[src/hdl/ics_pkg.sv]
// ics_pkg: shared constants and the item record that travels along the
// compare chain of the inversion counter. No dependencies.
package ics_pkg;

  localparam int MAX_ITEMS = 64;
  localparam int VAL_W     = 32;
  localparam int CNT_W     = 11;
  localparam int GT_W      = $clog2(MAX_ITEMS + 1);
  localparam logic [CNT_W-1:0] COUNT_MAX = {CNT_W{1'b1}};

  // One element in flight through the chain
  typedef struct packed {
    logic                    valid;
    logic signed [VAL_W-1:0] value;
    logic                    last;
    logic                    placed;   // already written into a free cell
    logic [GT_W-1:0]         greater;  // stored elements seen that exceed value
  } item_t;

endpackage

[src/hdl/ics_tail.sv]
// ics_tail: end of the chain. Keeps the saturating running total and the
// sticky drop flag, and holds the result register. Depends on ics_pkg.
module ics_tail (
  input  logic                      clk,
  input  logic                      rst,
  input  logic                      advance,
  input  ics_pkg::item_t            in_item,
  output logic                      res_valid,
  output logic [ics_pkg::CNT_W-1:0] res_count,
  output logic                      res_done,
  output logic                      res_ovf
);

  logic [ics_pkg::CNT_W-1:0] total;
  logic [ics_pkg::CNT_W-1:0] total_next;
  logic                      ovf_seen;
  logic                      ovf_next;
  logic [ics_pkg::CNT_W:0]   sum;

  assign sum = {1'b0, total} + (ics_pkg::CNT_W + 1)'(in_item.greater);

  always_comb begin
    total_next = total;
    ovf_next   = ovf_seen;
    if (in_item.placed) begin
      total_next = sum[ics_pkg::CNT_W] ? ics_pkg::COUNT_MAX : sum[ics_pkg::CNT_W-1:0];
    end else begin
      // no free slot was found: element dropped
      ovf_next = 1'b1;
    end
  end

  always_ff @(posedge clk) begin
    if (rst) begin
      total     <= '0;
      ovf_seen  <= 1'b0;
      res_valid <= 1'b0;
    end else if (advance) begin
      res_valid <= in_item.valid;
      if (in_item.valid) begin
        total    <= in_item.last ? '0 : total_next;
        ovf_seen <= in_item.last ? 1'b0 : ovf_next;
      end
    end
  end

  always_ff @(posedge clk) begin
    if (advance && in_item.valid) begin
      res_count <= total_next;
      res_done  <= in_item.last;
      res_ovf   <= ovf_next;
    end
  end

endmodule

[config.mk]
export PLATFORM = sky130hd
export DESIGN_NAME = ics_tail
export DESIGN_NICKNAME = d
export VERILOG_FILES = /design/src/hdl/ics_pkg.sv /design/src/hdl/ics_tail.sv
export SDC_FILE = /design/constraint.sdc
export NUM_CORES = 1
export LEC_CHECK = 0
export BUFFER_PORTS_ARGS = -buffer_cell sky130_fd_sc_hd__buf_2
export CAP_MARGIN = 30
export CORE_ASPECT_RATIO = 2
export CORE_MARGIN = 8
export CORE_UTILIZATION = 35
export DETAILED_ROUTE_END_ITERATION = 8
export PLACE_DENSITY_LB_ADDON = 0.2
export SLEW_MARGIN = 15
export SYNTH_ARGS = -nofsm -noshare
export SYNTH_HDL_FRONTEND = slang
export SYNTH_SLANG_ARGS = --single-unit
[constraint.sdc]
create_clock -name clk -period 2.7 [get_ports clk]
set_input_delay 0.135 -clock clk [delete_from_list [all_inputs] [get_ports clk]]
set_output_delay 0.135 -clock clk [all_outputs]
set_load 0.1 [all_outputs]
### Yosys cells after proc, flatten, opt, wreduce, memory -nomap -nowiden

Index checks and enable logic that the tools add are counted.

* add/sub/neg operators: 1
* muxes and demuxes: 5
* reductions and logical operators: 2

Operator list (number)
* two-way mux 11 bit: 3
* adder 11 x 7 -> 12 bit: 1
* two-way mux 1 bit: 2
* AND reduction 2 bit: 1
* logical AND 1 bit: 1

* output and inout port bits: 14
* logic and storage cells: 14
* input port bits: 45
* flip-flop bits (word level): 26

### Logic depth before layout (Yosys ltp)

Gate-level depths: netlist of run 1.

* depth after elaboration: 4
* mapped depth: 8
* depth with buffers taken out: 8

### Worst setup path before layout of run 1

Ideal clock, no wire load.

* path kind: reg2reg
* start: reg total[0] (netlist bit)
* end: reg res_count[10] (netlist bit), data pin
* stages on the path, launching flop included: 9
* clock period less this slack: 2.050 ns
* setup time: 0.267 ns
* path slack: 0.650 ns
* required time: 2.433 ns
* arrival: 1.783 ns
* buffers on the path: 0
* path through: dfxtp_1 -> ha_1 -> inv_1 -> fa_1 -> nor2b_1 -> o31ai_2 -> a21oi_1 -> and3_1 -> a31oi_1

* word-level cells in the longest chain between the ends: 3

RTL lines
* start: declaration: RTL line ics_tail.sv:14 `logic [ics_pkg::CNT_W-1:0] total;`
* start signal: assignment: RTL line ics_tail.sv:41 `total <= in_item.last ? '0 : total_next;`
* adder 11 x 7 -> 12 bit: RTL line ics_tail.sv:20 `assign sum = {1'b0, total} + (ics_pkg::CNT_W + 1)'(in_item.greater);`
* two-way mux 11 bit: RTL line ics_tail.sv:26 `total_next = sum[ics_pkg::CNT_W] ? ics_pkg::COUNT_MAX : sum[ics_pkg::CNT_W-1:0];`
* two-way mux 11 bit: RTL line ics_tail.sv:25 `if (in_item.placed) begin`
* net total_next (one bit): RTL line ics_tail.sv:15 `logic [ics_pkg::CNT_W-1:0] total_next;`
* end signal: assignment: RTL line ics_tail.sv:49 `res_count <= total_next;`
* end: declaration: RTL line ics_tail.sv:9 `output logic [ics_pkg::CNT_W-1:0] res_count,`

The timed path passes the listed nets, and every way through them passes these cells.
A chain may end at the register's enable or synchronous reset.

### Final worst setup path of run 1

Same ends and word-level chain as after synthesis.

==> impl_metrics.yaml, run 1 <==
synth:
  synth_area_um2: 1501
  yosysWarnings: 0
  synth.distinct_cells: 47
  avgSynthCellArea_um2: 9.503
  syn_inst: 158
  synth_edf_count: 13
  async_reset_ff_frac: 0
  syn-num-nets: 211
  seq_area_frac_synth: 0.4333
  ys_seq_elements: 26
  ys.flop_type: "edfxtp_1"
flow_run:
  maxCapViolCount: 0
place:
  dp_cells: 231
  pre_cts_slack_ns: 0.3385
  place.gp.congestion: 0.7655
  dpl_cell_area_um2: 1677
  portBuffers: 26
  dp_hpwl_mm: 2.680
cts:
  cts_resized: 0
  clock_sinks: 26
  cts_root_buffer: "clkbuf_8"
  hold_buffers: 0
  cts_tree: "built"
  cts_max_level: 1
  insertion_delay_ns: 0.26
  cts_buffers: 3
  clk_pin_slew_ns: 0.09
  cts_max_path_buffers: 2
  cts_setup_buffers: 0
critical_path:
  crit_buf_inv: 1
  cp-end-kind: "flop"
  reg2reg_to: "res_count[10]$_DFFE_PP_"
  path_delay_family: "compound AO/OA/AOI/OAI gates"
  max_stage_delay_ns: 0.41
  ff2ff_path_depth: 8
  rrSetupSlack_ns: 0.33
  path_max_fanout: 6
  worstReg2RegStart: "total[0]$_SDFFE_PP0P_"
  cp-start-kind: "flop"
  arrival_ns: 2.38
  slowest_stage: "a21oi_1"
  cp.depth: 8
  worstPathCellList: "ha_1 > inv_1 > fa_1 > nor2b_1 > o31ai_2 > a21oi_1 > and3_1 > a31oi_1"
  crit_required_ns: 2.71
  path_class: "reg2reg"
power:
  total_power_uw: 861.2
  powerDensity_nw_per_um2: 497.3
  leakagePower_nw: 0.6878
  peakVddDrop_uv: 284.9
die:
  start_util: 0.3636
  rows: 33
  die_y_um: 108.6
  core_area_um2: 4129
  die_w_um: 62.32
  die_area_um2: 6769
  pin_count: 59
sta:
  setup_slack_ns: 0.3337
  finalCritPeriodShare: 0.8764
  relSlewSlack: 0.6446
  fin_tns_setup_ns: 0
  holdWs_ns: 0.1171
  setup_viol: 0
  fmax_ghz: 0.4226
  skew_ns: 0.002610
  grt_setup_unrepaired: "no"
  worstMarginPinSlew_ns: 0.5331
  slew_violations: 0
  fin_crit_ns: 2.366
  final_hold_viol_count: 0
grt:
  grt-ovfl-total: 0
  grt_pass1_vias: 1197
  grt_max_degree: 22
  grt_usage: 0.09578
  antenna_found_initial: 0
  grt_pass1_wl_mm: 5.326
detailed_routing:
  dr_total_vias: 1227
  wl_per_cell_um: 14.32
  drtIter0Drc: 21
  drt-pass1-iter-count: 4
  ant_nets: 0
  drc: 0
  drt-total-wl_mm: 3.365
  avgViaCountPerCell: 5.221
cells_and_area:
  nets: 237
  multi_input_area_um2: 808.3
  antenna_cells: 0
  drive_gt1_frac: 0.2404
  final_util: 0.4194
  design_area_um2: 1732
  fillCellCount: 415
  ff_latch_area_um2: 650.6
  finalNonFillerCells: 235
  area_growth_pct: 15.33
  final_common_cell: "buf_2"
  mostFrequentLayoutCells: "buf_2 (26), nor2_1 (24)"
status:
  status: "complete, no violations"
min_path:
  min_path_cells: 2
  whs_endpoint: "res_valid$_SDFFE_PP0P_"
  hp-start: "rst"
  hp-class: "in2reg"
## how the worst max path moves through the flow
stage	to	startpoint	slack, ns
4_1_cts	res_count[10]$_DFFE_PP_	total[0]$_SDFFE_PP0P_	0.33
6_report	res_count[10]$_DFFE_PP_	total[0]$_SDFFE_PP0P_	0.33
3_3_place_gp	res_count[10]$_DFFE_PP_	total[0]$_SDFFE_PP0P_	0.40
3_5_place_dp	res_count[10]$_DFFE_PP_	total[0]$_SDFFE_PP0P_	0.34
5_1_grt	res_count[10]$_DFFE_PP_	total[0]$_SDFFE_PP0P_	0.21
2_1_floorplan	res_count[10]$_DFFE_PP_	total[0]$_SDFFE_PP0P_	0.65
## worst reg2reg max path: cells and delay by family, from the launching register on
kind                       cells  cell delay, ns
AOI/OAI and AO/OA              3            0.62
adders and majority gates      2            0.58
and+or+nand+nor                2            0.47
DFF                            1            0.37
buffers and inverters          1            0.06
## cells in the mapped netlist, drive strengths merged, types with 4 or more instances
library cell	count	share of area
buf	4	0.013
dfxtp	13	0.17
ha	7	0.058
nand2	14	0.037
nor2	24	0.060
edfxtp	13	0.26
a21oi	15	0.065
nand2b	4	0.017
nand3	4	0.013
a211oi	5	0.032
inv	4	0.010
o21ai	10	0.033
## state kept, by name (all words and copies together), names as in the netlist
name       flops
res_done       1
res_count     11
total         11
ovf_seen       1
res_ovf        1
res_valid      1
## where the power goes
part | switching [mW] | leakage, nW | internal (mW)
clock | 0.119 | 0.0288 | 0.130
combinational | 0.134 | 0.431 | 0.0435
sequential | 0.00498 | 0.228 | 0.429
total | 0.258 | 0.688 | 0.603
## layer usage
metal  wire, µm  GRT usage
met3        141    0.02259
met5          0          0
met4         25    0.04105
met2       1940     0.1981
met1       1256    0.08364
## cell type report
class	instances	area share
multi-input cells	122	0.4668
flip-flops and latches	26	0.3757
repair buffers	27	0.07948
well taps	52	0.03757
clock buffers	4	0.03179
inverters	4	0.008671
## cell families after synthesis
logic type | Yosys count | share of synthesized area
multiplexers | 2 | 0.01666
buffers and inverters | 10 | 0.02833
adder cells (fa/ha/maj) | 8 | 0.07166
flip-flops | 26 | 0.4333
XOR/XNOR | 3 | 0.01750
AO/OA/AOI/OAI | 46 | 0.2267
AND/OR/NAND/NOR | 63 | 0.2059
Power figures use the tool's default switching activity.
==> run 2, diff against run 1 <==
- CORE_UTILIZATION: 35 -> 38
==> run 2 against run 1 <==
Net effect:
- register-to-register slack about the same
- sequential cell count unchanged
- largest power group unchanged
- highest routed layer unchanged
- combinational power is essentially flat
- wire length grew 2.4%
- critical path depth unchanged
- first-iteration DRC count up 9.5%
- sequential power hardly changed
- maximum frequency up 0.62%
- critical endpoint unchanged
- clock power fell by 11%
==> impl_metrics.yaml, run 2 (synthesized netlist as in run 1, its figures left out) <==
status:
  status: "complete, no violations"
detailed_routing:
  dr_total_vias: 1244
  ant_nets: 0
  drt-pass1-iter-count: 4
  drc: 0
  drtIter0Drc: 23
  drt-total-wl_mm: 3.447
  avgViaCountPerCell: 5.316
  wl_per_cell_um: 14.73
grt:
  grt_max_degree: 22
  grt_pass1_wl_mm: 5.630
  grt-ovfl-total: 0
  grt_usage: 0.1102
  antenna_found_initial: 0
  grt_pass1_vias: 1251
cells_and_area:
  final_util: 0.4476
  antenna_cells: 0
  area_growth_pct: 14.58
  nets: 237
  drive_gt1_frac: 0.2350
  mostFrequentLayoutCells: "buf_2 (26), nor2_1 (24)"
  top_regs: "res_count: 11 flops, total: 11 flops"
  final_common_cell: "buf_2"
place:
  dp_hpwl_mm: 2.730
  portBuffers: 26
  place.gp.congestion: 0.7678
  pre_cts_slack_ns: 0.3580
die:
  start_util: 0.3906
  die_area_um2: 6340
  pin_count: 59
  core_area_um2: 3844
  die_w_um: 60.45
  die_y_um: 104.9
  rows: 32
min_path:
  hp-start: "rst"
  hp-class: "in2reg"
power:
  powerDensity_nw_per_um2: 484.7
  peakVddDrop_uv: 295.7
  leakagePower_nw: 0.6818
cts:
  cts_root_buffer: "clkbuf_8"
  cts_resized: 0
  hold_buffers: 0
  cts_max_level: 1
  cts_setup_buffers: 0
  clk_pin_slew_ns: 0.09
  insertion_delay_ns: 0.27
  clock_sinks: 26
  cts_buffers: 3
  cts_tree: "built"
  cts_max_path_buffers: 2
critical_path:
  max_stage_delay_ns: 0.40
  slowest_stage: "a21oi_1"
  crit_required_ns: 2.72
  crit_buf_inv: 1
  worstReg2RegStart: "total[0]$_SDFFE_PP0P_"
  worstPathCellList: "ha_1 > inv_1 > fa_1 > nor2b_1 > o31ai_2 > a21oi_1 > and3_1 > a31oi_1"
  arrival_ns: 2.37
  path_delay_family: "compound AO/OA/AOI/OAI gates"
  path_class: "reg2reg"
  crit_path_start: "total[0]$_SDFFE_PP0P_"
  cp-end-kind: "flop"
  path_max_fanout: 6
  cp-start-kind: "flop"
sta:
  grt_setup_unrepaired: "no"
  relSlewSlack: 0.6594
  skew_ns: 0.01112
  setup_viol: 0
  holdWs_ns: 0.1242
  worstMarginPinSlew_ns: 0.5109
  final_hold_viol_count: 0
  slew_violations: 0
  fin_tns_setup_ns: 0
  setup_slack_ns: 0.3482
  finalCritPeriodShare: 0.8710
  fin_crit_ns: 2.352
  fmax_ghz: 0.4252
flow_run:
  maxCapViolCount: 0
==> run 2: cell count changes in the layout (fill, tap and decap cells not counted) <==
cell / delta
clkbuf_1: +1
clkbuf_8: -1
==> run 2: path summary, 6_finish.rpt <==
kind	end	slack (ns)	cells after the start
setup / recovery	res_count[10]$_DFFE_PP_	0.35	8
hold / removal	total[7]$_SDFFE_PP0P_	0.12	2
setup reg to reg	res_count[10]$_DFFE_PP_	0.35	8
hold reg to reg	ovf_seen$_SDFFE_PP0P_	0.48	2
==> run 2: worst reg2reg max path, cell delays in order, from the launching register on <==
cell	delay [ns]
dfxtp_1	0.36
ha_1	0.20
inv_1	0.06
fa_1	0.38
nor2b_1	0.24
o31ai_2	0.13
a21oi_1	0.40
and3_1	0.25
a31oi_1	0.09
==> run 2: layout make-up <==
class                           instances  area (µm²)
Sequential cell                        26       650.6
Multi-Input combinational cell        122       808.3
Clock buffer                            4       45.04
Timing Repair Buffer                   27       137.6
Inverter                                4       15.01
Fill cell                             416        2123
Tap cell                               51       63.81
==> run 2: power by group <==
part | internal (mW) | total [mW] | switching, mW
combinational | 0.0436 | 0.178 | 0.135
sequential | 0.429 | 0.434 | 0.00475
clock | 0.105 | 0.221 | 0.116
==> run 2: per-layer routing <==
metal,share of wire,GRT usage
met5,0,0
met4,0.0099,0.02521
met3,0.034,0.01474
met2,0.57,0.2215
met1,0.38,0.1072
==> run 2: stage by stage <==
step / std cells / total power [mW] / area [µm²]
finish: 234 / 0.8338 / 1720
global route: 234 / 0.8703 / 1720
CTS: 234 / 0.8464 / 1720
detailed placement: 230 / 0.6224 / 1675
global placement: 230 / 0.6180 / 1675
floorplan: 158 / 0.5839 / 1501
==> run 3, diff against run 2 <==
- REMOVE_ABC_BUFFERS: unset -> 1
==> run 3 against run 2 <==
Net effect:
- core utilization up 0.46 points
- final cell count up 0.43%
- global-route usage up 0.10 points
- critical path type unchanged
- first-iteration DRC count unchanged
- setup slack worse by 0.017 ns
- die area unchanged
- register-to-register slack worse by 0.02 ns
- largest power group unchanged
==> impl_metrics.yaml, run 3 (synthesized netlist as in run 1, its figures left out) <==
status:
  status: "complete, no violations"
sta:
  fmax_ghz: 0.4222
  finalCritPeriodShare: 0.8773
  worstMarginPinSlew_ns: 0.5240
  fin_tns_setup_ns: 0
  final_hold_viol_count: 0
  relSlewSlack: 0.6506
  skew_ns: 0.003298
  setup_viol: 0
  grt_setup_unrepaired: "no"
  setup_slack_ns: 0.3313
  fin_crit_ns: 2.369
  slew_violations: 0
place:
  portBuffers: 26
  place.gp.congestion: 0.8086
  dp_hpwl_mm: 2.653
  dp_cells: 231
  pre_cts_slack_ns: 0.3423
detailed_routing:
  drt-pass1-iter-count: 4
  drc: 0
  avgViaCountPerCell: 5.332
  drtIter0Drc: 23
  drt-total-wl_mm: 3.370
  ant_nets: 0
  dr_total_vias: 1253
  wl_per_cell_um: 14.34
power:
  total_power_uw: 864.3
  p_seq_frac: 0.502
  combPwrFrac: 0.207
  powerDensity_nw_per_um2: 497.3
  peakVddDrop_uv: 269.1
  p_sw_uw: 260.4
  clkPwrFrac: 0.291
  leakagePower_nw: 0.6930
  p_sw_frac: 0.3013
  p_int_uw: 603.9
die:
  die_w_um: 60.45
  die_y_um: 104.9
  die_area_um2: 6340
  core_area_um2: 3844
  rows: 32
  start_util: 0.3906
  pin_count: 59
cts:
  clock_sinks: 26
  insertion_delay_ns: 0.27
  cts_setup_buffers: 0
  cts_root_buffer: "clkbuf_8"
  cts_max_level: 1
  hold_buffers: 0
  cts_tree: "built"
  cts_buffers: 3
  clk_pin_slew_ns: 0.09
  cts_resized: 0
  cts_max_path_buffers: 2
grt:
  grt-ovfl-total: 0
  grt_usage: 0.1112
  grt_max_degree: 22
  grt_pass1_vias: 1254
  grt_pass1_wl_mm: 5.568
  antenna_found_initial: 0
cells_and_area:
  finalNonFillerCells: 235
  antenna_cells: 0
  final_common_cell: "buf_2"
  final_util: 0.4521
  mostFrequentLayoutCells: "buf_2 (26), nor2_1 (24)"
  drive_gt1_frac: 0.2446
  fillCellCount: 398
  top_regs: "res_count: 11 flops, total: 11 flops"
  nets: 238
  area_growth_pct: 15.75
critical_path:
  crit_required_ns: 2.71
  path_class: "reg2reg"
  path_max_fanout: 6
  cp-end-kind: "flop"
  cp-start-kind: "flop"
  arrival_ns: 2.38
min_path:
  hp-class: "in2reg"
flow_run:
  maxCapViolCount: 0
run 3: power groups by stage:
stage	registers (mW)	clock network, mW	logic, mW
after floorplan	0.516	0	0.0638
after global placement	0.443	0	0.176
after detailed placement	0.443	0	0.180
after CTS	0.434	0.256	0.181
after global routing	0.436	0.271	0.193
final	0.434	0.251	0.179
run 3: layout make-up:
| class | instances | area [µm²] | area share |
|---|---|---|---|
| Sequential cell | 26 | 650.6 | 0.3744 |
| Timing Repair Buffer | 28 | 145.1 | 0.08351 |
| Multi-Input combinational cell | 122 | 808.3 | 0.4651 |
| Tap cell | 51 | 63.81 | 0.03672 |
| Inverter | 4 | 15.01 | 0.008639 |
| Clock buffer | 4 | 55.05 | 0.03168 |
run 3: worst paths after layout:
| path | endpoint | slack, ns | depth (start not counted) | startpoint |
|---|---|---|---|---|
| max | res_count[10]$_DFFE_PP_ | 0.33 | 8 | total[0]$_SDFFE_PP0P_ |
| min | res_valid$_SDFFE_PP0P_ | 0.13 | 2 | rst |
| max reg2reg | res_count[10]$_DFFE_PP_ | 0.33 | 8 | total[0]$_SDFFE_PP0P_ |
| min reg2reg | ovf_seen$_SDFFE_PP0P_ | 0.47 | 2 | ovf_seen$_SDFFE_PP0P_ |
run 3: through the flow:
stage / hold WS (ns) / instance area [µm²]
2_1_floorplan: 0.2041 / 1474
3_3_place_gp: 0.3983 / 1683
3_5_place_dp: 0.4047 / 1683
4_1_cts: 0.1244 / 1738
5_1_grt: 0.1352 / 1738
6_report: 0.1263 / 1738
run 3: layer usage:
layer | vias up | track usage | share of wire
li1 | 627 | - | -
met1 | 595 | 0.1126 | 0.37
met2 | 23 | 0.2085 | 0.58
met3 | 8 | 0.01474 | 0.031
met4 | 0 | 0.04874 | 0.020
met5 | - | 0 | 0
run 3: critical path, cell delays in order (launching register included):
cell	delay, ns
dfxtp_1	0.36
ha_1	0.19
inv_1	0.06
fa_1	0.38
nor2b_1	0.23
o31ai_2	0.13
a21oi_1	0.42
and3_1	0.25
a31oi_1	0.09
