===== src/hdl/ics_pkg.sv =====
// ics_pkg: shared constants and the item record that travels along the
// compare chain of the inversion counter. No dependencies.
package ics_pkg;

  localparam int MAX_ITEMS = 64;
  localparam int VAL_W     = 32;
  localparam int CNT_W     = 11;
  localparam int GT_W      = $clog2(MAX_ITEMS + 1);
  localparam logic [CNT_W-1:0] COUNT_MAX = {CNT_W{1'b1}};

  // One element in flight through the chain
  typedef struct packed {
    logic                    valid;
    logic signed [VAL_W-1:0] value;
    logic                    last;
    logic                    placed;   // already written into a free cell
    logic [GT_W-1:0]         greater;  // stored elements seen that exceed value
  } item_t;

endpackage


===== src/hdl/ics_cell.sv =====
// ics_cell: one slot of the inversion chain. Holds one stored element,
// compares it with the passing item and hands the item on.
// Depends on ics_pkg.
module ics_cell (
  input  logic           clk,
  input  logic           rst,
  input  logic           advance,
  input  ics_pkg::item_t in_item,
  output ics_pkg::item_t out_item
);

  logic                             slot_valid;
  logic signed [ics_pkg::VAL_W-1:0] slot_value;
  ics_pkg::item_t                   item_next;
  logic                             take;

  assign take = in_item.valid && !slot_valid && !in_item.placed;

  always_comb begin
    item_next = in_item;
    if (slot_valid && (slot_value > in_item.value)) begin
      item_next.greater = in_item.greater + ics_pkg::GT_W'(1);
    end
    if (!slot_valid) begin
      item_next.placed = 1'b1;
    end
  end

  always_ff @(posedge clk) begin
    if (rst) begin
      slot_valid     <= 1'b0;
      out_item.valid <= 1'b0;
    end else if (advance) begin
      out_item <= item_next;
      if (in_item.valid) begin
        // the last item of an array empties every slot it passes
        if (in_item.last) begin
          slot_valid <= 1'b0;
        end else if (take) begin
          slot_valid <= 1'b1;
        end
      end
    end
  end

  always_ff @(posedge clk) begin
    if (advance && take) begin
      slot_value <= in_item.value;
    end
  end

endmodule


===== config.mk =====
export PLATFORM = sky130hd
export DESIGN_NAME = ics_cell
export DESIGN_NICKNAME = d
export VERILOG_FILES = /design/src/hdl/ics_pkg.sv /design/src/hdl/ics_cell.sv
export SDC_FILE = /design/constraint.sdc
export NUM_CORES = 1
export LEC_CHECK = 0
export ABC_CLOCK_PERIOD_IN_PS = 4500
export BUFFER_PORTS_ARGS = -buffer_cell sky130_fd_sc_hd__buf_2
export CORE_MARGIN = 4
export CORE_UTILIZATION = 40
export CTS_BUF_LIST = sky130_fd_sc_hd__clkbuf_4
export DETAILED_ROUTE_END_ITERATION = 8
export GPL_ROUTABILITY_DRIVEN = 0
export GPL_TIMING_DRIVEN = 0
export PLACE_DENSITY = 0.73
export SLEW_MARGIN = 20
export SYNTH_ARGS = -nofsm -noshare
export SYNTH_HDL_FRONTEND = slang
export SYNTH_SLANG_ARGS = --single-unit

===== constraint.sdc =====
create_clock -name clk -period 4.5 [get_ports clk]
set_clock_uncertainty 0.15 [all_clocks]
set_input_delay 0.9 -clock clk [delete_from_list [all_inputs] [get_ports clk]]
set_output_delay 0.9 -clock clk [all_outputs]
set_load 0.005 [all_outputs]

# ---- Word-level counts from Yosys, hierarchy flattened
# Index checks and enable logic that the tools add are counted.
dict set report totals {
  ff_bits 75
  input_bits 45
  out_inout_bits 42
  wordCells 22
}
dict set report op_classes {
  addsub 1
  magnitude_cmp 1
  muxes 3
  bitwise 1
  n_reduce_logical 9
}
# cell count
set op_table {}
lappend op_table {{$gt 32x32->1} 1}
lappend op_table {{$add 7x1->7 const B} 1}
lappend op_table {{$mux 7} 1}
lappend op_table {{$logic_and 1x1->1} 4}
lappend op_table {{$reduce_and 3->1} 1}
lappend op_table {{$logic_not 1->1} 2}
lappend op_table {{$mux 1} 2}
lappend op_table {{$reduce_and 2->1} 1}
lappend op_table {{$reduce_bool 2->1} 1}
lappend op_table {{$not 1->1} 1}

# ---- Longest topological paths before layout
# Gate-level depths: netlist of run 1.
dict set report depth {
  depth_word 5
  mapped_depth 10
}

# ---- Least setup slack after synthesis of run 1
# Ideal clock, no wire load.
dict set report synth_path {
  path_kind {input to register}
  startpoint {in advance}
  endpoint {reg slot_value[0] (netlist bit) (enable)}
  setup_time_ns 0.461
  t_arrival_ns 3.177
  setup_slack_ns 0.712
  stages 2
  n_path_buf 0
  cell_sequence {nand2_1 -> nor3_1}
}
dict set report synth_via {
  elab_chain_len 1
}
# item line
set synth_lines {}
lappend synth_lines {{start, declared} ics_cell.sv:7} ;# input logic advance,
lappend synth_lines {{$logic_and 1x1->1} ics_cell.sv:47} ;# if (advance && take) begin
lappend synth_lines {{end signal, assigned} ics_cell.sv:48} ;# slot_value <= in_item.value;
lappend synth_lines {{end, declared} ics_cell.sv:13} ;# logic signed [ics_pkg::VAL_W-1:0] slot_value;
# Every way passes these cells.
# A chain may end at the register's enable or synchronous reset.

==> impl_results.md, run 1 <==
- I/O pin count: just under 90
- VDD IR max: 183.0 uV
- Area of the multi-input gates: approximately 970 sq um
- Setup Viol. Count Final: 0
- Sequential element share of the synthesized area: 67.30%
- Global-route wire length before repair: 10380 microns
- Vias per inst: around 4.8
- Hold Buf Count CTS: 0
- Reg-to-Reg Start: slot_value[14]$_DFFE_PP_
- Setup crit start kind: input pin
- CP max stage delay: 0.37 ns
- Synth Area in Adders: between 10% and 20%
- Worst-margin pin slew: 0.7067 ns
- M2 GR Usage: between 20% and 30%
- Post-synth cell types: 34
- CTS HTree Levels: 3
- Synth Area in Simple Gates: 8.902%
- Avg Cell Area, Syn: 15.22 sq um
- Fill cells: 710
- Syn. warnings: 0
- Total clock sinks: 75
- Syn Nets: between 200 and 300
- Die X: 99.06 microns
- Initial core utilization: 42.05%
- Largest net degree at the start of global routing: 17
- Crit path time final: 3.006 ns
- Setup Buffers After CTS: 0
- Largest family of logic cells by synthesized area: adder cells
- Number of global-route vias before repair: between 2000 and 2500
- Layout cell share with drive strength beyond 1: a little under two fifths
- Cell Rows: 32
- Antenna diodes: 0
- Initial antenna violation count: 0
- Peak Freq: 0.3327 GHz
- Mapped Area: 3317 sq um
- Remaining DRCs: 0
- Primary FF master, synth: edfxtp_1
- Post-Synth XOR/XNOR Area: 1.584%
- Final #Nets: ~400
- PD cells: 343.2 nW/um^2
- Antenna Nets Post-Route: 0
- Post-synthesis mux area share: 0.4527%
- GRT Overall Usage: 13.69%
- Final worst path period share: around two thirds
- Core box area: 7888 sq um
- GR Overflow Total: 0
- Unrepaired setup endpoints after global routing: false
- CP Capture Type: flop
- Num CTS Buffers: 9
- Max-cap violations: 0
- Worst skew pair latency: 0.41 ns
- Slowest stage cell, crit path: o311ai_1
- Chip Height: 99.06 microns
- Final TNS setup: 0 ns
- Count of flip-flops with a built-in enable after synthesis: 73
- Critical path launch point: in_item[23]
- Crit Path Category: input pin to flop
- Buf+Inv Stages, Crit Path: 3
- Design area: 4103 sq um
- CTS Buffer Depth: 2
- Iter 0 DRT Violations: 73
- CTS tree: built
- Final max-slew violation count: 0
- Register area: 2232 sq um
- Most Used Layer, Global Route: met2
- Critical Path RT: 4.52 ns
- Crit path max fanout: 6
- Mapped Cells: between 200 and 250
- Seq cells post-synth: 75
- GR Util met3: 3.751%
- Die area: 9813 sq um
- FFs w/ async S/R, synth: 0%
- Arrival @ worst endpoint: 3.02 ns
- Final Hold Vio Count: 0
- Post_cts resized: 0
- Worst Hold Class: flop to flop
- # port buffers: 86
- Status: finished clean
- Rel. slew slack: 52.63%
- Clock slew at reported path FFs: 0.12 ns
- Area after DPL: 3948 sq um
- Hpwl dp: between 4000 and 5000 microns
- CP top delay family: compound AO/OA/AOI/OAI gates
- Critical path, cell by cell: buf_2 -> inv_1 -> ha_1 -> nand4_1 -> nor2_1 -> a221o_1 -> o311ai_1 -> and3_1 -> buf_6 -> nor2_4 -> mux2_4
- Hold path start: out_item[41]$_SDFFE_PP0P_
- Lkg Pwr: 1.765 nW
- Routed vias: 2055
- Total wire length: 6265 microns
- 1st-pass router iterations: 4
- Area fraction in compound gates after synthesis: 5.356%
- Area Growth Syn to Fin: 23.69%
- Clk root buf: clkbuf_4
- Routed WL per cell: about 15 microns
- GR Layer Usage met1: 16.41%
## layout by cell type, fill, tap and decap left out, drive strengths merged
cell type / netlist / layout
nor3b: 1 / 1
a221o: 1 / 1
mux2: 1 / 1
dfxtp: 2 / 2
buf: 1 / 92
o21ai: 3 / 3
bufinv: 0 / 2
nor2b: 2 / 2
edfxtp: 73 / 73
nor3: 4 / 4
nand2b: 2 / 2
ha: 33 / 33
xor2: 6 / 6
clkbuf: 0 / 10
a21oi: 14 / 14
inv: 32 / 32
a22o: 1 / 1
o311ai: 1 / 1
nor2: 6 / 6
a21boi: 1 / 1
a2111oi: 1 / 1
a311oi: 1 / 1
nor4: 3 / 3
o211ai: 2 / 2
nand2: 7 / 7
nand3: 8 / 8
nand4: 7 / 7
clkinv: 0 / 3
clkinvlp: 0 / 1
a21o: 2 / 2
nor4b: 1 / 1
and3: 2 / 2
## metal layers
metal  vias up  routed length [microns]
met1       966                     2607
met5         -                        0
met3         6                      397
li1       1021                        -
met4         0                       55
met2        62                     3205
## Yosys cell counts, types with 2 or more instances
cell      instances  share of area, %
ha_1             33                12
inv_1            32               3.6
o21ai_0           3              0.45
nor4_1            2              0.38
a21oi_1          13               2.0
nor2b_1           2              0.38
and3_1            2              0.38
nand2b_1          2              0.38
nor2_1            5              0.57
edfxtp_1         73                66
a21o_1            2              0.45
nor3_2            3              0.91
nand4_2           2              0.75
dfxtp_1           2               1.2
nand3_1           8               1.2
nand4_1           5              0.94
xor2_1            6               1.6
nand2_1           7              0.79
## through the flow
step	worst slack (ns)	std cells	utilization, %	power, mW	hold slack (ns)
final	1.494	427	52.01	1.408	0.3514
after detailed placement	1.039	411	50.05	0.9712	0.3314
after floorplan	0.7120	218	-	0.8957	0.3097
after global routing	1.372	427	52.01	1.484	0.3833
after global placement	-0.7019	406	49.13	0.9597	0.3027
after CTS	1.504	427	52.01	1.429	0.3507
## tightest hold or removal path: stages (launching register included)
cell and delay [ns]:
dfxtp_1 0.33, nand2b_1 0.07, a21oi_1 0.06
## report_power, final
| group | switching [mW] | internal [mW] |
|---|---|---|
| logic | 0.0776 | 0.0627 |
| clock network | 0.229 | 0.227 |
| registers | 0.00814 | 0.803 |
## logic make-up (layout without fill, tap and decap cells)
family                     Yosys count  after routing
DFF                                 75             75
muxes                                1              1
adders and majority gates           33             33
AOI/OAI and AO/OA                   27             27
and+or+nand+nor                     43             43
buffers and inverters               33            140
xor gates and xnor gates             6              6
## layout make-up
cell class	count	area share, %
Buffer	1	0.2745
Clock buffer	10	1.830
Clock inverter	6	1.952
Inverter	32	2.928
Multi-Input combinational cell	110	23.54
Sequential cell	75	54.41
Tap cell	102	3.111
Timing Repair Buffer	91	11.95
## worst paths after layout
kind | end | cells after the start | slack, ns
setup / recovery | out_item[1]$_DFFE_PP_ | 11 | 1.49
hold / removal | out_item[41]$_SDFFE_PP0P_ | 2 | 0.35
setup reg to reg | out_item[1]$_DFFE_PP_ | 9 | 1.75
hold reg to reg | out_item[41]$_SDFFE_PP0P_ | 2 | 0.35
## sequential cells by signal, indices dropped and copies added, names as in the netlist
signal	count
out_item	42
slot_value	32
slot_valid	1
(Power assumes the default switching activity.)
==> run 2: changes to the inputs <==
--- a/config.mk
+++ b/config.mk
@@ -5,7 +5,8 @@
 export SDC_FILE = /design/constraint.sdc
 export NUM_CORES = 1
 export LEC_CHECK = 0
-export ABC_CLOCK_PERIOD_IN_PS = 4500
+export ABC_AREA = 1
+export ABC_CLOCK_PERIOD_IN_PS = 2900
 export BUFFER_PORTS_ARGS = -buffer_cell sky130_fd_sc_hd__buf_2
 export CORE_MARGIN = 4
 export CORE_UTILIZATION = 40
==> constraint.sdc (replaced) <==
create_clock -name clk -period 2.9 [get_ports clk]
set_clock_uncertainty 0.15 [all_clocks]
set_input_delay 0.58 -clock clk [delete_from_list [all_inputs] [get_ports clk]]
set_output_delay 0.58 -clock clk [all_outputs]
set_load 0.005 [all_outputs]
==> run 2 against run 1 <==
- setup slack got worse by 0.86 ns
- total power up 56%
- core utilization decreased by 1.3 points
- sequential power up 55%
- flip-flop and latch count did not move
- largest power group unchanged
- combinational power is 65% higher
- via count is 7.8% higher
==> impl_results.md, run 2 <==
- Global-route wire length before repair: 10440 microns (+0.60%)
- Post-synth cell types: 25 (-26%)
- Vias per inst: 4.586 (-4.7%)
- Total wire length: 6101 microns (-2.6%)
- Cell taking the most area after synthesis: edfxtp_1
- Worst skew pair latency: 0.41 ns (about the same)
- Critical path, cell by cell: ha_1 -> a21oi_1 -> o21a_1 -> nand2_1 -> a21oi_1 -> a21oi_1 -> nor2_2 -> nand3_1 -> nand2_1
- Hold path start: in_item[14]
- Setup ws final: 0.6338 ns (-0.8606 ns)
- CTS Buffer Depth: 2 (unchanged)
- CP top delay family: compound AO/OA/AOI/OAI gates
- Number of global-route vias before repair: 2240 (+2.8%)
- Core box area: 8258 sq um (+4.7%)
- Worst Hold Class: input pin to flop
- Routed vias: 2215 (+7.8%)
- Iter 0 DRT Violations: 78 (+6.8%)
- Lkg Pwr: 1.912 nW (+8.3%)
- Mapped Area: 3405 sq um (+2.6%)
- Setup Buffers After CTS: 0 (unchanged)
- Most frequent cells in the layout: buf_2, edfxtp_1, nand2_1, inv_1, ha_1
- Arrival @ worst endpoint: 2.40 ns (-0.62 ns)
- 1st-pass router iterations: 4 (unchanged)
- Sequential element share of the synthesized area: 65.56% (-1.7 points)
- Clock slew at reported path FFs: 0.13 ns (about the same)
- Yosys top cell area share: 64.39% (-1.7 points)
- Total clock sinks: 75 (unchanged)
- Primary FF master, synth: edfxtp_1
- Crit path time final: 2.266 ns
- VDD IR max: 278.8 uV (+52%)
- Max-cap violations: 0 (unchanged)
- Die X: 100.3 microns (+1.2%)
- Antenna Nets Post-Route: 0 (unchanged)
- CP max stage delay: 0.39 ns (+0.02 ns)
- Syn Nets: 351 (+19%)
- Mapped Cells: 273 (+25%)
- CP Capture Type: flop
- Syn. warnings: 0 (unchanged)
- Seq cells post-synth: 75 (unchanged)
- Chip Height: 100.3 microns (+1.2%)
- Final worst path period share: between 70 and 80%
- PD cells: 524.6 nW/um^2 (+53%)
- Die area: 10050 sq um (+2.4%)
- Crit Path Category: flop to flop
- Antenna diodes: 0 (unchanged)
- Status: finished clean
- Commonest cells post-synth: edfxtp_1, nand2_1, inv_1, ha_1, a21oi_1
- Worst-margin pin slew: 0.7775 ns (+0.07078 ns)
- Remaining DRCs: 0 (unchanged)
- Final Hold Vio Count: 0 (unchanged)
- Final #Nets: 451 (+13%)
- CTS HTree Levels: 3 (unchanged)
- Largest net degree at the start of global routing: 26 (+9)
- Hpwl dp: 4808 microns (-2.5%)
- Slowest stage cell, crit path: edfxtp_1
- Hold Buf Count CTS: 0 (unchanged)
- Critical path launch point: slot_value[31]$_DFFE_PP_
- Worst slack at placement: 0.2595 ns (-0.7797 ns)
- # port buffers: 86 (unchanged)
- FFs w/ async S/R, synth: 0% (unchanged)
- Fill cells: 767 (+8.0%)
- Num CTS Buffers: 9 (unchanged)
- Rel. slew slack: 48.00% (-4.6 points)
- Clk root buf: clkbuf_4
- Critical Path RT: 3.03 ns (-1.49 ns)
- Largest registers: out_item (42), slot_value (32), slot_valid (1)
- GRT Overall Usage: 13.29% (-0.40 points)
- Unrepaired setup endpoints after global routing: false
- CTS tree: built
- Max reg flops: 42 (unchanged)
- Leading cell type in the layout, fill and taps excluded: buf_2
- I/O pin count: 87 (unchanged)
- Peak Freq: 0.4413 GHz
- Count of flip-flops with a built-in enable after synthesis: 73 (unchanged)
- Final TNS setup: 0 ns (unchanged)
- Avg Cell Area, Syn: 12.47 sq um (-18%)
- Setup crit start kind: flop
- Critical path's most frequent cell: a21oi_1
- GR Overflow Total: 0 (unchanged)
- Routed WL per cell: 12.63 microns (-14%)
- Initial antenna violation count: 0 (unchanged)
- Post_cts resized: 0 (unchanged)
- Initial core utilization: 41.23% (-0.83 points)
- Count leader, synth: edfxtp_1
- Buf+Inv Stages, Crit Path: 0 (-3)
- Ranking of synthesized cells by area: edfxtp_1, ha_1, nand2_1
- Final max-slew violation count: 0 (unchanged)
- Area Growth Syn to Fin: 23.12%
- Most flops, register: out_item
- Cell Rows: 33 (+3.1%)
- Layout cell share with drive strength beyond 1: 31.22% (-5.7 points)
- Crit path max fanout: 7 (+1)
- Design area: 4192 sq um (+2.2%)
- Reg-to-Reg Start: slot_value[31]$_DFFE_PP_
- Area after DPL: 4031 sq um (+2.1%)
- Setup Viol. Count Final: 0 (unchanged)
## run 2: changes by cell type after synthesis, sizes merged, moves of 3 or more
cell	delta
inv	+16
nand2	+52
nand4	-3
nor2	+6
nor4	-3
## run 2: path summary, 6_finish.rpt
check	endpoint	slack (ns)	depth (start not counted)
worst max-delay path	out_item[2]$_DFFE_PP_	0.63	9
worst min-delay path	out_item[14]$_DFFE_PP_	0.21	1
worst max register to register	out_item[2]$_DFFE_PP_	0.63	9
worst min register to register	out_item[41]$_SDFFE_PP0P_	0.34	2
## run 2: where the power goes
group	internal, mW	leakage [nW]	switching [mW]	total [mW]
Sequential	1.25	0.693	0.0117	1.26
Clock	0.346	0.0796	0.363	0.710
Combinational	0.0990	1.14	0.132	0.231
Total	1.69	1.91	0.507	2.20
## run 2: logic make-up (layout without fill, tap and decap cells)
kind of cell             count (synthesis)  in the layout  synth area share (%)
AND/OR/NAND/NOR                         89             89                 11.94
flip-flops                              75             75                 65.56
buffers and inverters                   49            154                 5.513
adder cells (fa/ha/maj)                 33             33                 12.13
AO/OA/AOI/OAI                           22             22                 3.565
XOR/XNOR                                 5              5                 1.286
## run 2: final cells by class
| class | instances | area, sq um | area share, % |
|---|---|---|---|
| inverter | 48 | 180.2 | 4.299 |
| clock buffer | 9 | 67.56 | 1.612 |
| sequential | 75 | 2232 | 53.25 |
| clock inverter | 7 | 92.59 | 2.209 |
| buffer | 1 | 7.507 | 0.1791 |
| tap | 105 | 131.4 | 3.134 |
| timing repair buffer | 89 | 476.7 | 11.37 |
| multi-input combinational | 149 | 1003 | 23.94 |
## run 2: per-stage QoR
step / utilization, % / hold WS [ns] / cells / power, mW
final: 50.76 / 0.2124 / 483 / 2.199
after global routing: 50.76 / 0.1620 / 483 / 2.329
after CTS: 50.76 / 0.1783 / 483 / 2.235
after detailed placement: 48.82 / 0.3221 / 467 / 1.521
after global placement: 48.12 / 0.2927 / 464 / 1.503
after floorplan: - / 0.2993 / 273 / 1.403
## run 2: layer usage
layer / GRT usage [%] / vias up / wire (microns) / part of all wire (%)
met1: 16.73 / 1002 / 2687 / 44
li1: - / 1139 / - / -
met5: 0 / - / 0 / 0
met2: 21.66 / 69 / 2909 / 48
met3: 4.378 / 5 / 442 / 7.2
met4: 4.352 / 0 / 61 / 1.0
==> run 3: changes to the inputs <==
--- a/config.mk
+++ b/config.mk
@@ -6,7 +6,7 @@
 export NUM_CORES = 1
 export LEC_CHECK = 0
 export ABC_AREA = 1
-export ABC_CLOCK_PERIOD_IN_PS = 2900
+export ABC_CLOCK_PERIOD_IN_PS = 2100
 export BUFFER_PORTS_ARGS = -buffer_cell sky130_fd_sc_hd__buf_2
 export CORE_MARGIN = 4
 export CORE_UTILIZATION = 40
==> constraint.sdc (replaced) <==
create_clock -name clk -period 2.1 [get_ports clk]
set_clock_uncertainty 0.15 [all_clocks]
set_input_delay 0.42 -clock clk [delete_from_list [all_inputs] [get_ports clk]]
set_output_delay 0.42 -clock clk [all_outputs]
set_load 0.005 [all_outputs]
==> run 3 against run 2 <==
- the run now ends with setup timing left
- clock power rose by 20%
- core utilization is 3.6 points higher
- via count increased by 3.0%
- sequential share of layout area shrank 3.5 points
- maximum frequency increased by 4.5%
- flip-flop and latch count did not move
- final area up 7.0%
- combinational power up 69%
- register-to-register slack got worse by 0.70 ns
- non-clock buffer count is 5 higher
- final cell count increased by 1.0%
- routed wire length rose by 5.9%
- critical endpoint is now out_item[0]$_DFFE_PP_
- largest power group unchanged
==> impl_results.md, run 3 (synthesized netlist as in run 2, its figures left out) <==
- Status: complete, but fails checks
- Failing checks: setup timing
- Global-route wire length before repair: 10470 microns (+0.27%)
- Routed vias: 2281 (+3.0%)
- Finished Core Util: 54.33% (+3.6 points)
- Largest net degree at the start of global routing: 24 (-7.7%)
- Slowest stage cell, crit path: edfxtp_1
- Crit path max fanout: 7 (unchanged)
- Setup Viol. Count Final: 7 (+7)
- Buf+Inv Stages, Crit Path: 1 (+1)
- Number of global-route vias before repair: 2314 (+3.3%)
- Chip Height: 100.3 microns (unchanged)
- Hpwl dp: 4704 microns (-2.2%)
- Num CTS Buffers: 9 (unchanged)
- Cell Rows: 33 (unchanged)
- Worst-margin pin slew: 0.6757 ns (-0.1017 ns)
- Arrival @ worst endpoint: 2.18 ns (-0.22 ns)
- CP Capture Type: flop
- Register area: 2232 sq um (unchanged)
- Vias per inst: 4.674 (+1.9%)
- Total clock sinks: 75 (unchanged)
- Die X: 100.3 microns (unchanged)
- Setup ws final: -0.06843 ns (-0.7022 ns)
- Worst skew pair latency: 0.41 ns (about the same)
- Layout cell share with drive strength beyond 1: 42.56% (+11 points)
- GR Overflow Total: 0 (unchanged)
- Rel. slew slack: 54.84% (+6.8 points)
- Max-cap violations: 0 (unchanged)
- Iter 0 DRT Violations: 39 (-50%)
- Remaining DRCs: 0 (unchanged)
- Die area: 10050 sq um (unchanged)
- Largest registers: out_item (42), slot_value (32), slot_valid (1)
- Clock slew at reported path FFs: 0.13 ns (about the same)
- Initial core utilization: 41.23% (unchanged)
- CP max stage delay: 0.44 ns (+0.05 ns)
- Hold Buf Count CTS: 0 (unchanged)
- CTS HTree Levels: 3 (unchanged)
- Max reg flops: 42 (unchanged)
- Peak Freq: 0.4612 GHz (+4.5%)
- Lkg Pwr: 1.951 nW (+2.0%)
- Final #Nets: 456 (+1.1%)
- CTS Buffer Depth: 2 (unchanged)
- Antenna Nets Post-Route: 0 (unchanged)
- Final worst path period share: 103.3% (+25 points)
- Crit Path Category: flop to flop
- Unrepaired setup endpoints after global routing: true
- Fill cells: 743 (-3.1%)
- Crit path time final: 2.168 ns (-0.09776 ns)
- Routed WL per cell: 13.24 microns (+4.8%)
- I/O pin count: 87 (unchanged)
- Total wire length: 6460 microns (+5.9%)
- PD cells: 665.0 nW/um^2 (+27%)
- Final Hold Vio Count: 0 (unchanged)
- 1st-pass router iterations: 4 (unchanged)
- Clk root buf: clkbuf_4
- Critical Path RT: 2.11 ns (-0.92 ns)
- CTS tree: built
- Most flops, register: out_item
- Initial antenna violation count: 0 (unchanged)
- Final TNS setup: -0.3251 ns (-0.3251 ns)
- Most frequent cells in the layout: buf_2, edfxtp_1, inv_1, nand2_1, ha_1
- GRT Overall Usage: 13.29% (about the same)
- VDD IR max: 394.2 uV (+41%)
- Final max-slew violation count: 0 (unchanged)
- Leading cell type in the layout, fill and taps excluded: buf_2
- # port buffers: 86 (unchanged)
- CP top delay family: simple AND/OR/NAND/NOR gates
- Critical path, cell by cell: ha_4 -> nand2_4 -> nor2_4 -> nand2_2 -> inv_2 -> nand4_1 -> or3_4 -> nand2_4 -> nor2_4 -> nand3_1 -> nand2_2
- Area of the multi-input gates: 1279 sq um (+27%)
- Core box area: 8258 sq um (unchanged)
- Antenna diodes: 0 (unchanged)
- Setup crit start kind: flop
- Worst Hold Class: input pin to flop
- Area Growth Syn to Fin: 31.79%
[run 3: timing repair]
action	CTS	global route
pin swaps	11	18
gates resized for setup	14	33
endpoints found under the setup margin	7	7
setup buffers	4	1
[run 3: layout make-up]
cell class | instances | share of cell area, %
clock inverter | 6 | 1.255
timing repair buffer | 94 | 11.71
multi-input combinational | 149 | 28.50
buffer | 1 | 0.1673
inverter | 48 | 4.016
tap | 105 | 2.928
clock buffer | 10 | 1.673
sequential | 75 | 49.75
[run 3: metrics by stage]
stage                     area [sq um]  hold slack [ns]  setup slack [ns]  std cells  power, mW
final                             4487          0.05454          -0.06843        488      2.984
after global placement            3993           0.2916           -0.6137        464      2.080
after CTS                         4285          0.03271          -0.04747        487      2.985
after floorplan                   3431           0.2993           0.01591        273      1.940
after global routing              4487          0.01478           -0.2026        488      3.175
after detailed placement          4055           0.3197           -0.3199        467      2.105
[run 3: path summary, 6_finish.rpt]
check | depth (start not counted) | from | slack (ns) | to
setup / recovery | 11 | slot_value[25]$_DFFE_PP_ | -0.07 | out_item[0]$_DFFE_PP_
hold reg to reg | 2 | out_item[41]$_SDFFE_PP0P_ | 0.33 | out_item[41]$_SDFFE_PP0P_
setup reg to reg | 11 | slot_value[25]$_DFFE_PP_ | -0.07 | out_item[0]$_DFFE_PP_
hold / removal | 1 | in_item[11] | 0.05 | out_item[11]$_DFFE_PP_
[run 3: power breakdown]
| part | switching (mW) | internal, mW |
|---|---|---|
| clock | 0.484 | 0.367 |
| combinational | 0.215 | 0.175 |
| sequential | 0.0201 | 1.72 |
[run 3: worst register-to-register path, delay by kind of cell, from the launching register on]
family,cells,cell delay [ns]
flip-flops,1,0.44
adder cells (fa/ha/maj),1,0.31
AND/OR/NAND/NOR,9,0.98
buffers and inverters,1,0.06
[run 3: per-layer routing]
layer  GRT usage, %  vias up  part of all wire [%]
li1               -     1147                     -
met1          16.12     1069                    42
met2          22.38       57                    51
met3          4.656        8                   6.1
met4          3.834        0                   1.0
met5              0        -                     0
